`src/pll_pkg.sv`:
```
// Shared constants and codes for the positional linked list engine.
package pll_pkg;

    localparam int DEFAULT_CAPACITY = 16;

    localparam int FUNC_W   = 2;
    localparam int POS_W    = 16;
    localparam int VAL_W    = 32;
    localparam int STATUS_W = 2;

    localparam int S_TDATA_W = 56;
    localparam int M_TDATA_W = 40;

    localparam logic [FUNC_W-1:0] FUNC_INSERT = 2'd0;
    localparam logic [FUNC_W-1:0] FUNC_DELETE = 2'd1;
    localparam logic [FUNC_W-1:0] FUNC_DUMP   = 2'd2;

    localparam logic [STATUS_W-1:0] STATUS_OK    = 2'd0;
    localparam logic [STATUS_W-1:0] STATUS_RANGE = 2'd1;
    localparam logic [STATUS_W-1:0] STATUS_FULL  = 2'd2;
    localparam logic [STATUS_W-1:0] STATUS_EMPTY = 2'd3;

endpackage

```
`src/pll_ram.sv`:
```
// Generic single-write, single-read RAM with registered read data.
module pll_ram #(
    parameter int WIDTH = 32,
    parameter int DEPTH = 16,
    parameter int AW    = (DEPTH > 1) ? $clog2(DEPTH) : 1
) (
    input  logic             clk,
    input  logic             we,
    input  logic [AW-1:0]    waddr,
    input  logic [WIDTH-1:0] wdata,
    input  logic [AW-1:0]    raddr,
    output logic [WIDTH-1:0] rdata
);

    logic [WIDTH-1:0] mem_reg [DEPTH];
    logic [WIDTH-1:0] rdata_reg;

    always_ff @(posedge clk)
    begin
        if (we)
        begin
            mem_reg[waddr] <= wdata;
        end
        rdata_reg <= mem_reg[raddr];
    end

    assign rdata = rdata_reg;

endmodule

```
`src/pll_link_store.sv`:
```
// Next-link store: RAM plus per-node valid bits; unwritten nodes read as the free chain.
module pll_link_store #(
    parameter int CAPACITY = 16,
    parameter int PW       = $clog2(CAPACITY + 1),
    parameter int AW       = $clog2(CAPACITY)
) (
    input  logic          clk,
    input  logic          rst_n,
    input  logic          we,
    input  logic [AW-1:0] waddr,
    input  logic [PW-1:0] wdata,
    input  logic [AW-1:0] raddr,
    output logic [PW-1:0] rdata
);

    logic [CAPACITY-1:0] vld_reg;
    logic                rd_vld_reg;
    logic [AW-1:0]       rd_addr_reg;
    logic [PW-1:0]       ram_q;

    pll_ram #(
        .WIDTH (PW),
        .DEPTH (CAPACITY),
        .AW    (AW)
    ) u_ram (
        .clk   (clk),
        .we    (we),
        .waddr (waddr),
        .wdata (wdata),
        .raddr (raddr),
        .rdata (ram_q)
    );

    always_ff @(posedge clk or negedge rst_n)
    begin
        if (!rst_n)
        begin
            vld_reg     <= '0;
            rd_vld_reg  <= 1'b0;
            rd_addr_reg <= '0;
        end
        else
        begin
            if (we)
            begin
                vld_reg[waddr] <= 1'b1;
            end
            // old valid bit on read-during-write, matching the RAM
            rd_vld_reg  <= vld_reg[raddr];
            rd_addr_reg <= raddr;
        end
    end

    // reset chain: node i links to i+1, last node to null (CAPACITY)
    assign rdata = rd_vld_reg ? ram_q : (PW'(rd_addr_reg) + PW'(1));

endmodule

```
`src/positional_linked_list_engine_top.sv`:
```
// Positional linked list engine: top level with the list sequencer.
//
// Keeps an ordered list of signed 32-bit values in a pool of CAPACITY nodes.
// Input channel s_*: one item per operation (insert at position, delete at
// position, dump). Output channel m_*: one result item per insert or delete
// with tlast set; a dump gives one result per element from head to tail,
// tlast on the final one, or a single empty-status result.
// One item at a time: s_tready is high only while the sequencer is idle.
// The link store is read once per cycle. An insert or delete at position
// p >= 2 walks the list from the head to the node before p; an insert at
// the head links the new node in directly, a delete at the head unlinks
// the head node; an out-of-range, full or empty result is loaded straight
// after decode. A dump loads one result per cycle while the output is free.
// The result sits in an output register; the next item is accepted the cycle
// after the last result is loaded, while it waits. If the receiver stalls,
// the sequencer holds its next result and a dump's walk pauses with it.
// Reset empties the list and chains all nodes into the free list at once;
// the block is ready as soon as reset is released.
module positional_linked_list_engine_top #(
    parameter int CAPACITY = pll_pkg::DEFAULT_CAPACITY
) (
    input  logic                          clk,
    input  logic                          rst_n,
    input  logic                          s_tvalid,
    output logic                          s_tready,
    // func[1:0], position[17:2], value[49:18], zero fill
    input  logic [pll_pkg::S_TDATA_W-1:0] s_tdata,
    output logic                          m_tvalid,
    input  logic                          m_tready,
    // status[1:0], item_value[33:2], zero fill
    output logic [pll_pkg::M_TDATA_W-1:0] m_tdata,
    output logic                          m_tlast
);

    import pll_pkg::*;

    localparam int PW = $clog2(CAPACITY + 1);
    localparam int AW = $clog2(CAPACITY);
    localparam logic [PW-1:0] NULL_PTR = PW'(CAPACITY);

    typedef enum logic [3:0] {
        S_IDLE,
        S_DECODE,
        S_INS_FREE,
        S_WALK,
        S_INS_PRED,
        S_DEL_HEAD,
        S_DEL_VIC,
        S_DEL_FREE,
        S_DUMP,
        S_FINISH
    } state_t;

    state_t                   state_reg;
    logic [FUNC_W-1:0]        func_reg;
    logic [POS_W-1:0]         pos_reg;
    logic signed [VAL_W-1:0]  val_reg;
    logic [PW-1:0]            head_reg;
    logic [PW-1:0]            free_reg;
    logic [PW-1:0]            count_reg;
    logic [PW-1:0]            p_reg;
    logic [PW-1:0]            n_reg;
    logic [PW-1:0]            vic_reg;
    logic [PW-1:0]            steps_reg;
    logic [STATUS_W-1:0]      res_status_reg;
    logic                     out_valid_reg;
    logic [STATUS_W-1:0]      out_status_reg;
    logic signed [VAL_W-1:0]  out_value_reg;
    logic                     out_last_reg;

    logic [PW-1:0]            rd_ptr;
    logic                     link_we;
    logic [PW-1:0]            link_waddr;
    logic [PW-1:0]            link_wdata;
    logic [PW-1:0]            link_q;
    logic                     val_we;
    logic [VAL_W-1:0]         val_q;

    logic                     out_free;
    logic                     out_load;
    logic [POS_W:0]           pos_ext;
    logic [POS_W:0]           cnt_ext;
    logic [PW-1:0]            walk_steps;

    assign out_free   = !out_valid_reg || m_tready;
    // a new result goes into the output register this cycle
    assign out_load   = out_free && (state_reg == S_DUMP || state_reg == S_FINISH);
    assign pos_ext    = {1'b0, pos_reg};
    assign cnt_ext    = (POS_W + 1)'(count_reg);
    // position is at least 2 and at most CAPACITY when this is used
    assign walk_steps = PW'(pos_reg - POS_W'(2));

    pll_link_store #(
        .CAPACITY (CAPACITY),
        .PW       (PW),
        .AW       (AW)
    ) u_links (
        .clk   (clk),
        .rst_n (rst_n),
        .we    (link_we),
        .waddr (link_waddr[AW-1:0]),
        .wdata (link_wdata),
        .raddr (rd_ptr[AW-1:0]),
        .rdata (link_q)
    );

    pll_ram #(
        .WIDTH (VAL_W),
        .DEPTH (CAPACITY),
        .AW    (AW)
    ) u_values (
        .clk   (clk),
        .we    (val_we),
        .waddr (free_reg[AW-1:0]),
        .wdata (val_reg),
        .raddr (rd_ptr[AW-1:0]),
        .rdata (val_q)
    );

    // memory control
    always_comb
    begin
        rd_ptr     = p_reg;
        link_we    = 1'b0;
        link_waddr = n_reg;
        link_wdata = link_q;
        val_we     = 1'b0;
        unique case (state_reg)
            S_DECODE:
            begin
                unique case (func_reg)
                    FUNC_INSERT: rd_ptr = free_reg;
                    default:     rd_ptr = head_reg;
                endcase
            end
            S_INS_FREE:
            begin
                val_we = 1'b1;
                rd_ptr = head_reg;
                if (pos_reg == POS_W'(1))
                begin
                    link_we    = 1'b1;
                    link_waddr = free_reg;
                    link_wdata = head_reg;
                end
            end
            S_WALK:
            begin
                if (steps_reg != '0)
                begin
                    rd_ptr = link_q;
                end
                else if (func_reg == FUNC_INSERT)
                begin
                    link_we    = 1'b1;
                    link_waddr = n_reg;
                    link_wdata = link_q;
                end
                else
                begin
                    rd_ptr = link_q;
                end
            end
            S_INS_PRED:
            begin
                link_we    = 1'b1;
                link_waddr = p_reg;
                link_wdata = n_reg;
            end
            S_DEL_VIC:
            begin
                link_we    = 1'b1;
                link_waddr = p_reg;
                link_wdata = link_q;
            end
            S_DEL_FREE:
            begin
                link_we    = 1'b1;
                link_waddr = vic_reg;
                link_wdata = free_reg;
            end
            S_DUMP:
            begin
                if (out_free && count_reg != PW'(1))
                begin
                    rd_ptr = link_q;
                end
            end
            default:
            begin
                rd_ptr = p_reg;
            end
        endcase
    end

    always_ff @(posedge clk or negedge rst_n)
    begin
        if (!rst_n)
        begin
            state_reg      <= S_IDLE;
            func_reg       <= FUNC_INSERT;
            pos_reg        <= '0;
            val_reg        <= '0;
            head_reg       <= NULL_PTR;
            free_reg       <= '0;
            count_reg      <= '0;
            p_reg          <= '0;
            n_reg          <= '0;
            vic_reg        <= '0;
            steps_reg      <= '0;
            res_status_reg <= STATUS_OK;
            out_valid_reg  <= 1'b0;
            out_status_reg <= STATUS_OK;
            out_value_reg  <= '0;
            out_last_reg   <= 1'b0;
        end
        else
        begin
            if (m_tready && !out_load)
            begin
                out_valid_reg <= 1'b0;
            end
            unique case (state_reg)
                S_IDLE:
                begin
                    if (s_tvalid)
                    begin
                        func_reg  <= s_tdata[FUNC_W-1:0];
                        pos_reg   <= s_tdata[FUNC_W +: POS_W];
                        val_reg   <= s_tdata[FUNC_W + POS_W +: VAL_W];
                        state_reg <= S_DECODE;
                    end
                end
                S_DECODE:
                begin
                    p_reg     <= head_reg;
                    steps_reg <= (func_reg == FUNC_DUMP) ? count_reg : walk_steps;
                    unique case (func_reg)
                        FUNC_INSERT:
                        begin
                            if (count_reg >= PW'(CAPACITY) || free_reg >= NULL_PTR)
                            begin
                                res_status_reg <= STATUS_FULL;
                                state_reg      <= S_FINISH;
                            end
                            else if (pos_reg == '0 || pos_ext > cnt_ext + (POS_W + 1)'(1))
                            begin
                                res_status_reg <= STATUS_RANGE;
                                state_reg      <= S_FINISH;
                            end
                            else
                            begin
                                state_reg <= S_INS_FREE;
                            end
                        end
                        FUNC_DELETE:
                        begin
                            if (pos_reg == '0 || pos_ext > cnt_ext)
                            begin
                                res_status_reg <= STATUS_RANGE;
                                state_reg      <= S_FINISH;
                            end
                            else if (pos_reg == POS_W'(1))
                            begin
                                state_reg <= S_DEL_HEAD;
                            end
                            else
                            begin
                                state_reg <= S_WALK;
                            end
                        end
                        FUNC_DUMP:
                        begin
                            if (count_reg == '0)
                            begin
                                res_status_reg <= STATUS_EMPTY;
                                state_reg      <= S_FINISH;
                            end
                            else
                            begin
                                state_reg <= S_DUMP;
                            end
                        end
                        default:
                        begin
                            res_status_reg <= STATUS_OK;
                            state_reg      <= S_FINISH;
                        end
                    endcase
                end
                S_INS_FREE:
                begin
                    n_reg    <= free_reg;
                    free_reg <= link_q;
                    if (pos_reg == POS_W'(1))
                    begin
                        head_reg       <= free_reg;
                        count_reg      <= count_reg + PW'(1);
                        res_status_reg <= STATUS_OK;
                        state_reg      <= S_FINISH;
                    end
                    else
                    begin
                        state_reg <= S_WALK;
                    end
                end
                S_WALK:
                begin
                    // link_q always holds the link of p_reg here
                    if (steps_reg != '0)
                    begin
                        p_reg     <= link_q;
                        steps_reg <= steps_reg - PW'(1);
                    end
                    else if (func_reg == FUNC_INSERT)
                    begin
                        state_reg <= S_INS_PRED;
                    end
                    else
                    begin
                        vic_reg   <= link_q;
                        state_reg <= S_DEL_VIC;
                    end
                end
                S_INS_PRED:
                begin
                    count_reg      <= count_reg + PW'(1);
                    res_status_reg <= STATUS_OK;
                    state_reg      <= S_FINISH;
                end
                S_DEL_HEAD:
                begin
                    vic_reg   <= head_reg;
                    head_reg  <= link_q;
                    state_reg <= S_DEL_FREE;
                end
                S_DEL_VIC:
                begin
                    state_reg <= S_DEL_FREE;
                end
                S_DEL_FREE:
                begin
                    free_reg       <= vic_reg;
                    count_reg      <= count_reg - PW'(1);
                    res_status_reg <= STATUS_OK;
                    state_reg      <= S_FINISH;
                end
                S_DUMP:
                begin
                    // steps_reg counts the elements still to send
                    if (out_free)
                    begin
                        out_valid_reg  <= 1'b1;
                        out_status_reg <= STATUS_OK;
                        out_value_reg  <= val_q;
                        out_last_reg   <= (steps_reg == PW'(1));
                        p_reg          <= link_q;
                        steps_reg      <= steps_reg - PW'(1);
                        if (steps_reg == PW'(1))
                        begin
                            state_reg <= S_IDLE;
                        end
                    end
                end
                S_FINISH:
                begin
                    if (out_free)
                    begin
                        out_valid_reg  <= 1'b1;
                        out_status_reg <= res_status_reg;
                        out_value_reg  <= '0;
                        out_last_reg   <= 1'b1;
                        state_reg      <= S_IDLE;
                    end
                end
                default:
                begin
                    state_reg <= S_IDLE;
                end
            endcase
        end
    end

    assign s_tready = (state_reg == S_IDLE);
    assign m_tvalid = out_valid_reg;
    assign m_tdata  = {(M_TDATA_W - VAL_W - STATUS_W)'(0), out_value_reg, out_status_reg};
    assign m_tlast  = out_last_reg;

endmodule

```
`config.mk`:
```
export PLATFORM = sky130hd
export DESIGN_NAME = positional_linked_list_engine_top
export DESIGN_NICKNAME = d
export VERILOG_FILES = /design/src/pll_pkg.sv /design/src/pll_ram.sv /design/src/pll_link_store.sv /design/src/positional_linked_list_engine_top.sv
export SDC_FILE = /design/constraint.sdc
export NUM_CORES = 1
export LEC_CHECK = 0
export BUFFER_PORTS_ARGS = -buffer_cell sky130_fd_sc_hd__buf_2
export CORE_MARGIN = 1
export CORE_UTILIZATION = 40
export DETAILED_ROUTE_END_ITERATION = 10
export HOLD_SLACK_MARGIN = 0.15
export PLACE_DENSITY = 0.61
export SLEW_MARGIN = 0
export SYNTH_ARGS = -nofsm -noshare
export SYNTH_HDL_FRONTEND = slang
export SYNTH_HIERARCHICAL = 1
export SYNTH_SLANG_ARGS = --single-unit
export TNS_END_PERCENT = 1
```
`constraint.sdc`:
```
create_clock -name clk -period 4.9 [get_ports clk]
set_input_delay 0 -clock clk [delete_from_list [all_inputs] [get_ports clk]]
set_output_delay 0 -clock clk [all_outputs]
set_load 0.1 [all_outputs]
```
* After elaboration in Yosys (flattened, before gate mapping) *
Memories as Yosys holds them, arrays and structs flattened. A register that Yosys moved wholly into a read port is not among the register bits.
Cells that the tools add are included.

storage, ports and cells
  memory bits (writable) = 592
  output and inout bits = 43
  memories kept = 2
  register bits = 147
  input bits = 60

memories
  memory                 depth  width  read ports  clocked after Yosys merged registers in  wr ports  line           text
  u_values.mem_reg       16     32     1           1                                        1         pll_ram.sv:15  logic [WIDTH-1:0] mem_reg [DEPTH];
  u_links.u_ram.mem_reg  16     5      1           1                                        1         pll_ram.sv:15

operators by class
  add/subtract/negate cells = 6
  reductions and logical operators = 36
  $lt $le $gt $ge = 7
  multiplexer cells = 71
  bitwise gates (word level) = 1
  eq/ne operators = 25

operator list
  operator               count
  $mux W32               2
  $mux W4                16
  $pmux W32 S2           1
  $mux W5                9
  $pmux W5 S3            3
  $pmux W4 S3            3
  $pmux W4 S8            1
  $pmux W5 S2            3
  $eq A16 B1 Y1 const B  1
  $eq A4 B3 Y1 const B   4
  $gt A16 B5 Y1          1
  $gt A16 B6 Y1          1
  $logic_not A16 Y1      1
  $mux W1                16
  $mux W2                8
  $or A16 B16 Y16        1
  $pmux W4 S4            1
  $ne A2 B2 Y1 const B   7
  $pmux W2 S3            2
  $ge A5 B5 Y1 const B   2
  $lt A4 B5 Y1 const B   2
  $reduce_and A5 Y1      2
  $sub A5 B1 Y5 const B  2
  $reduce_and A3 Y1      3
  33 further kinds       54

* Logic depth before layout (Yosys ltp) *
  depth in word-level cells = 8
  depth in mapped cells = 12
  gate-level depth less buffers = 10

* By module *
The synthesis kept the hierarchy.

by module, submodules not included
  module                             area each (um^2)  cells an instance  times used
  pll_ram at u_values                19835.3           838                1
  positional_linked_list_engine_top  6622.6            651                1
  pll_ram at u_links.u_ram           3213.1            155                1
  pll_link_store                     942.2             73                 1

* Worst setup path before layout *
Ideal clock, no wire load.

  kind = reg2reg
  start point = register state_reg[3]
  end point = memory u_values.mem_reg[0][0], enable pin
  data required time = 4.439 ns
  buffers on the path = 1
  clock period less this slack = 4.156 ns
  arrival = 3.695 ns
  setup time = 0.461 ns
  setup slack = 0.744 ns
  cell stages (with the launch flop) = 7
  cells stage by stage = dfrtp_1 nor2_1 nand3b_1 buf_2 inv_2 or3b_2 nor3_1

between the ends
  longest elaborated chain between the ends = 4

ends and longest elaborated chain
  element                        line                                      text
  from (decl)                    positional_linked_list_engine_top.sv:54   state_t state_reg;
  from (signal assigned)         positional_linked_list_engine_top.sv:200  state_reg <= S_IDLE;
  from (signal assigned)         positional_linked_list_engine_top.sv:231  state_reg <= S_DECODE;
  from (signal assigned)         positional_linked_list_engine_top.sv:244  state_reg <= S_FINISH;
  $eq A4 B2 Y1                   positional_linked_list_engine_top.sv:128  unique case (state_reg)
  $mux W1                        positional_linked_list_engine_top.sv:128
  net val_we                     positional_linked_list_engine_top.sv:76   logic val_we;
  $mux W1                        pll_ram.sv:20                             if (we)
  $mux W1 (implied by the code)  pll_ram.sv:22                             mem_reg[waddr] <= wdata;
  to (decl)                      pll_ram.sv:15

The timed path passes the listed nets, and every way through them passes these cells.

* Final worst setup path *
  start point = register state_reg[1]
  end point = register u_links.u_ram.rdata_reg[2] (netlist: u_links/u_ram/rdata[2]), read port of u_links.u_ram.mem_reg

between the ends
  longest elaborated chain between the ends = 2
  elaborated cells between the ends (all ways) = 5

ends and longest elaborated chain
  element                               line                                      text
  $eq A4 B4 Y1 (tied with other cells)  positional_linked_list_engine_top.sv:128
  $pmux W4 S4 (*)                       positional_linked_list_engine_top.sv:128
  net rd_ptr[0]                         positional_linked_list_engine_top.sv:71   logic [PW-1:0] rd_ptr;
  to (decl)                             pll_ram.sv:16                             logic [WIDTH-1:0] rdata_reg;

The timed path passes the listed nets; every way through them passes the cells marked *.
A chain may end at the register's enable or synchronous reset.

==> flow_summary_export.csv <==
group,metric,value,unit
outcome,status,"completed",
yosys,yosys.area.top_type_share,0.581,
worst_setup_path,required,5410,ps
timing,period_needed,4130,ps
placed_design,io_buffer_count,90,
power,irDropWorstVdd,0.476,mV
clocking,cts.sinks,776,
power,leakage,12.5,nW
yosys,ys_types,70,
yosys,synth_async_sr_flop_share,0.189,
routing,vias,16400,
job,drv_cap,0,
placed_design,hpwlAfterDp,37400,um
yosys,yosysSeqAreaShare,0.725,
yosys,avgSynthCellArea,17.8,sq um
worst_setup_path,crit_type,"reg2reg",
routing,drt_iter0_drc,1440,
worst_setup_path,crit_start,"state_reg[1]",
placed_design,dp_cells,2745,
worst_setup_path,cp_max_fo,37,
routing,viasPerCell,5.46,
worst_setup_path,arrival,4640,ps
routing,firstDrtPassIters,5,
worst_setup_path,startpoint_type,"flip-flop",
routing,drc,0,
yosys,synth_compound_area_frac,0.0535,
yosys,synth-seq-cells,776,
yosys,synth_most_common_cell,"edfxtp_1",
hold_path,min_path_type,"in2reg",
yosys,synthMuxAreaShare,0.138,
placed_design,pre_cts_ws,767,ps
floorplan,die_h,279,um
layout,syn_to_final_growth,18.1,%
yosys,synth_common_cells,"592 x edfxtp_1, 148 x mux4_2, 146 x dfrtp_1",
worst_setup_path,timing.critical_path.to,"u_links/u_ram/rdata[2]",
yosys,synth-edff-count,592,
global_routing,antenna_found_initial,2,
yosys,synthCells,1717,
floorplan,core-area,75800,sq um
layout,largest_reg_flops,512,
timing,setup_viol,0,
floorplan,die-area,77600,sq um
clocking,root_buffer,"clkbuf_16",
global_routing,overflow,0,
layout,nNetsFinal,2034,
timing,setup_tns,0,ps
yosys,synth_warnings,6,
timing,finClkSkew,39.2,ps
clocking,cts_buffers,81,
timing,max_freq,242,MHz
clocking,clkTransAtPathRegs,60,ps
timing,period_share,0.844,
worst_setup_path,r2r_start,"state_reg[1]",
placed_design,gp_congestion,0.817,
timing,finalMaxSlewViolations,0,
worst_setup_path,rr_endpoint,"u_links/u_ram/rdata[2]",
yosys,yosysTopAreaCell,"edfxtp_1",
global_routing,grt_max_degree,59,
worst_setup_path,worstSetupEndpointType,"flip-flop",
yosys,synth_top_family_by_area,"multiplexers",
global_routing,grt_use_total,0.176,
routing,wl,67400,um
clocking,clock_latency,640,ps
yosys,yosys-top-cells-area,"edfxtp_1 58%, dfrtp_1 12%, mux4_2 11%",
routing,wl_per_cell,22.5,um
power,power_per_cell_area,652,nW/um^2
layout,finalNonFillerCells,2999,
yosys,synth_xor_area_frac,0.00339,
worst_setup_path,r2r_setup_slack,770,ps
power,p_total,0.0236,W
clocking,cts_tree,"done",
timing,timing.final.ws_setup,766,ps
floorplan,start_util,0.404,
yosys,netlist_area,30600,sq um
floorplan,die_w,279,um
yosys,synth-simple-area-share,0.0533,
routing,ant_nets,0,
timing,worst_pin_slew,946,ps
yosys,synth_adder_area_share,0.00940,
layout,drive_gt1_frac,0.229,
clocking,h-tree-depth,3,
floorplan,rows,101,
floorplan,ios,103,
timing,rsz0062_at_grt,"no",
timing,relSlewSlack,0.364,
clocking,clk_path_buf_depth,3,
global_routing,grt_pass1_wl,104000,um
timing,hold_violations,0,
worst_setup_path,worstRegToRegCells,10,
yosys,synth_flop_cell,"edfxtp_1",
global_routing,grt_pass1_vias,17000,
clocking,cts_resized,0,
-- logic make-up (layout without fill, tap and decap cells) --
logic type | after synthesis | after routing
other | 1 | 7
AOI/OAI and AO/OA | 242 | 242
xor gates and xnor gates | 11 | 11
muxes | 224 | 224
DFF | 776 | 776
and+or+nand+nor | 328 | 328
adders and majority gates | 23 | 23
buffers and inverters | 112 | 410
-- per-stage QoR --
stage / cell area (sq um) / utilization / hold slack [ps]
3_3_place_gp: 32500 / 0.428 / 16.5
3_5_place_dp: 32500 / 0.428 / 21.4
2_1_floorplan: 30600 / - / -296
6_report: 36100 / 0.477 / 180
4_1_cts: 36100 / 0.477 / 154
5_1_grt: 36100 / 0.477 / 161
-- worst min path at each step --
stage / endpoint / cells after the start / startpoint / slack [ps]
2_1_floorplan: count_reg[0] / 0 / rst_n / -300
3_5_place_dp: val_reg[7] / 1 / rst_n / 20
3_3_place_gp: val_reg[7] / 1 / rst_n / 20
5_1_grt: val_reg[30] / 3 / s_tdata[48] / 160
4_1_cts: val_reg[3] / 3 / s_tdata[21] / 150
6_report: val_reg[3] / 3 / s_tdata[21] / 180
-- placed cells by master, fill, tap and decap left out, types with 7 or more instances in the layout --
cell type	count
edfxtp_1	592
mux4_2	148
dfrtp_1	145
nand2_1	125
dlygate4sd3_1	100
buf_2	89
clkbuf_16	81
a22oi_1	78
o21ai_0	54
nor2_1	52
nand2b_1	47
mux2_1	39
dfxtp_1	37
a21oi_1	36
buf_4	36
clkbuf_1	27
nand3_1	23
ha_1	23
inv_1	21
mux2i_1	20
nor2_4	14
mux2_2	13
a221o_1	12
o21bai_1	11
clkinv_2	11
nor3_1	10
nor2b_1	10
xnor2_1	9
nand3b_1	9
clkinv_1	9
buf_12	9
o21ai_1	8
clkbuf_8	7
-- metal layers --
metal	track usage	vias to the layer above	share of wire
li1	-	7261	-
met1	0.243	8604	0.45
met2	0.294	395	0.49
met3	0.0287	100	0.042
met4	0.0418	0	0.018
met5	0	-	0
-- cell type report --
type                            instances  area (sq um)
Antenna cell                            1          2.50
Inverter                               22          82.6
Timing Repair Buffer                  236          1940
Fill cell                            6337         39700
Tap cell                              978          1220
Sequential cell                       776         22200
Clock inverter                         37           400
Multi-Input combinational cell        834          8080
Clock buffer                          115          2220
-- critical path, stage by stage, from the launching register on --
cell and delay, ps:
dfrtp_1 730, and2_1 530, nand2b_1 160, a21oi_1 140
nor2_1 50, nor2_1 330, a221o_4 670, buf_12 390
mux4_2 550, a22oi_1 290, nand3_1 130
-- power by group --
part	switching (W)	internal, W
Clock	0.00256	0.00347
Combinational	0.00466	0.00344
Sequential	0.000943	0.00849
Total	0.00816	0.0154
-- what timing repair did --
| action | 4_1_cts | 5_1_grt |
|---|---|---|
| hold buffers | 101 | 0 |
| buffers inserted | 0 | 0 |
| hold endpoints to repair | 201 | 0 |
No activity file was read; power rests on OpenSTA's default activity.
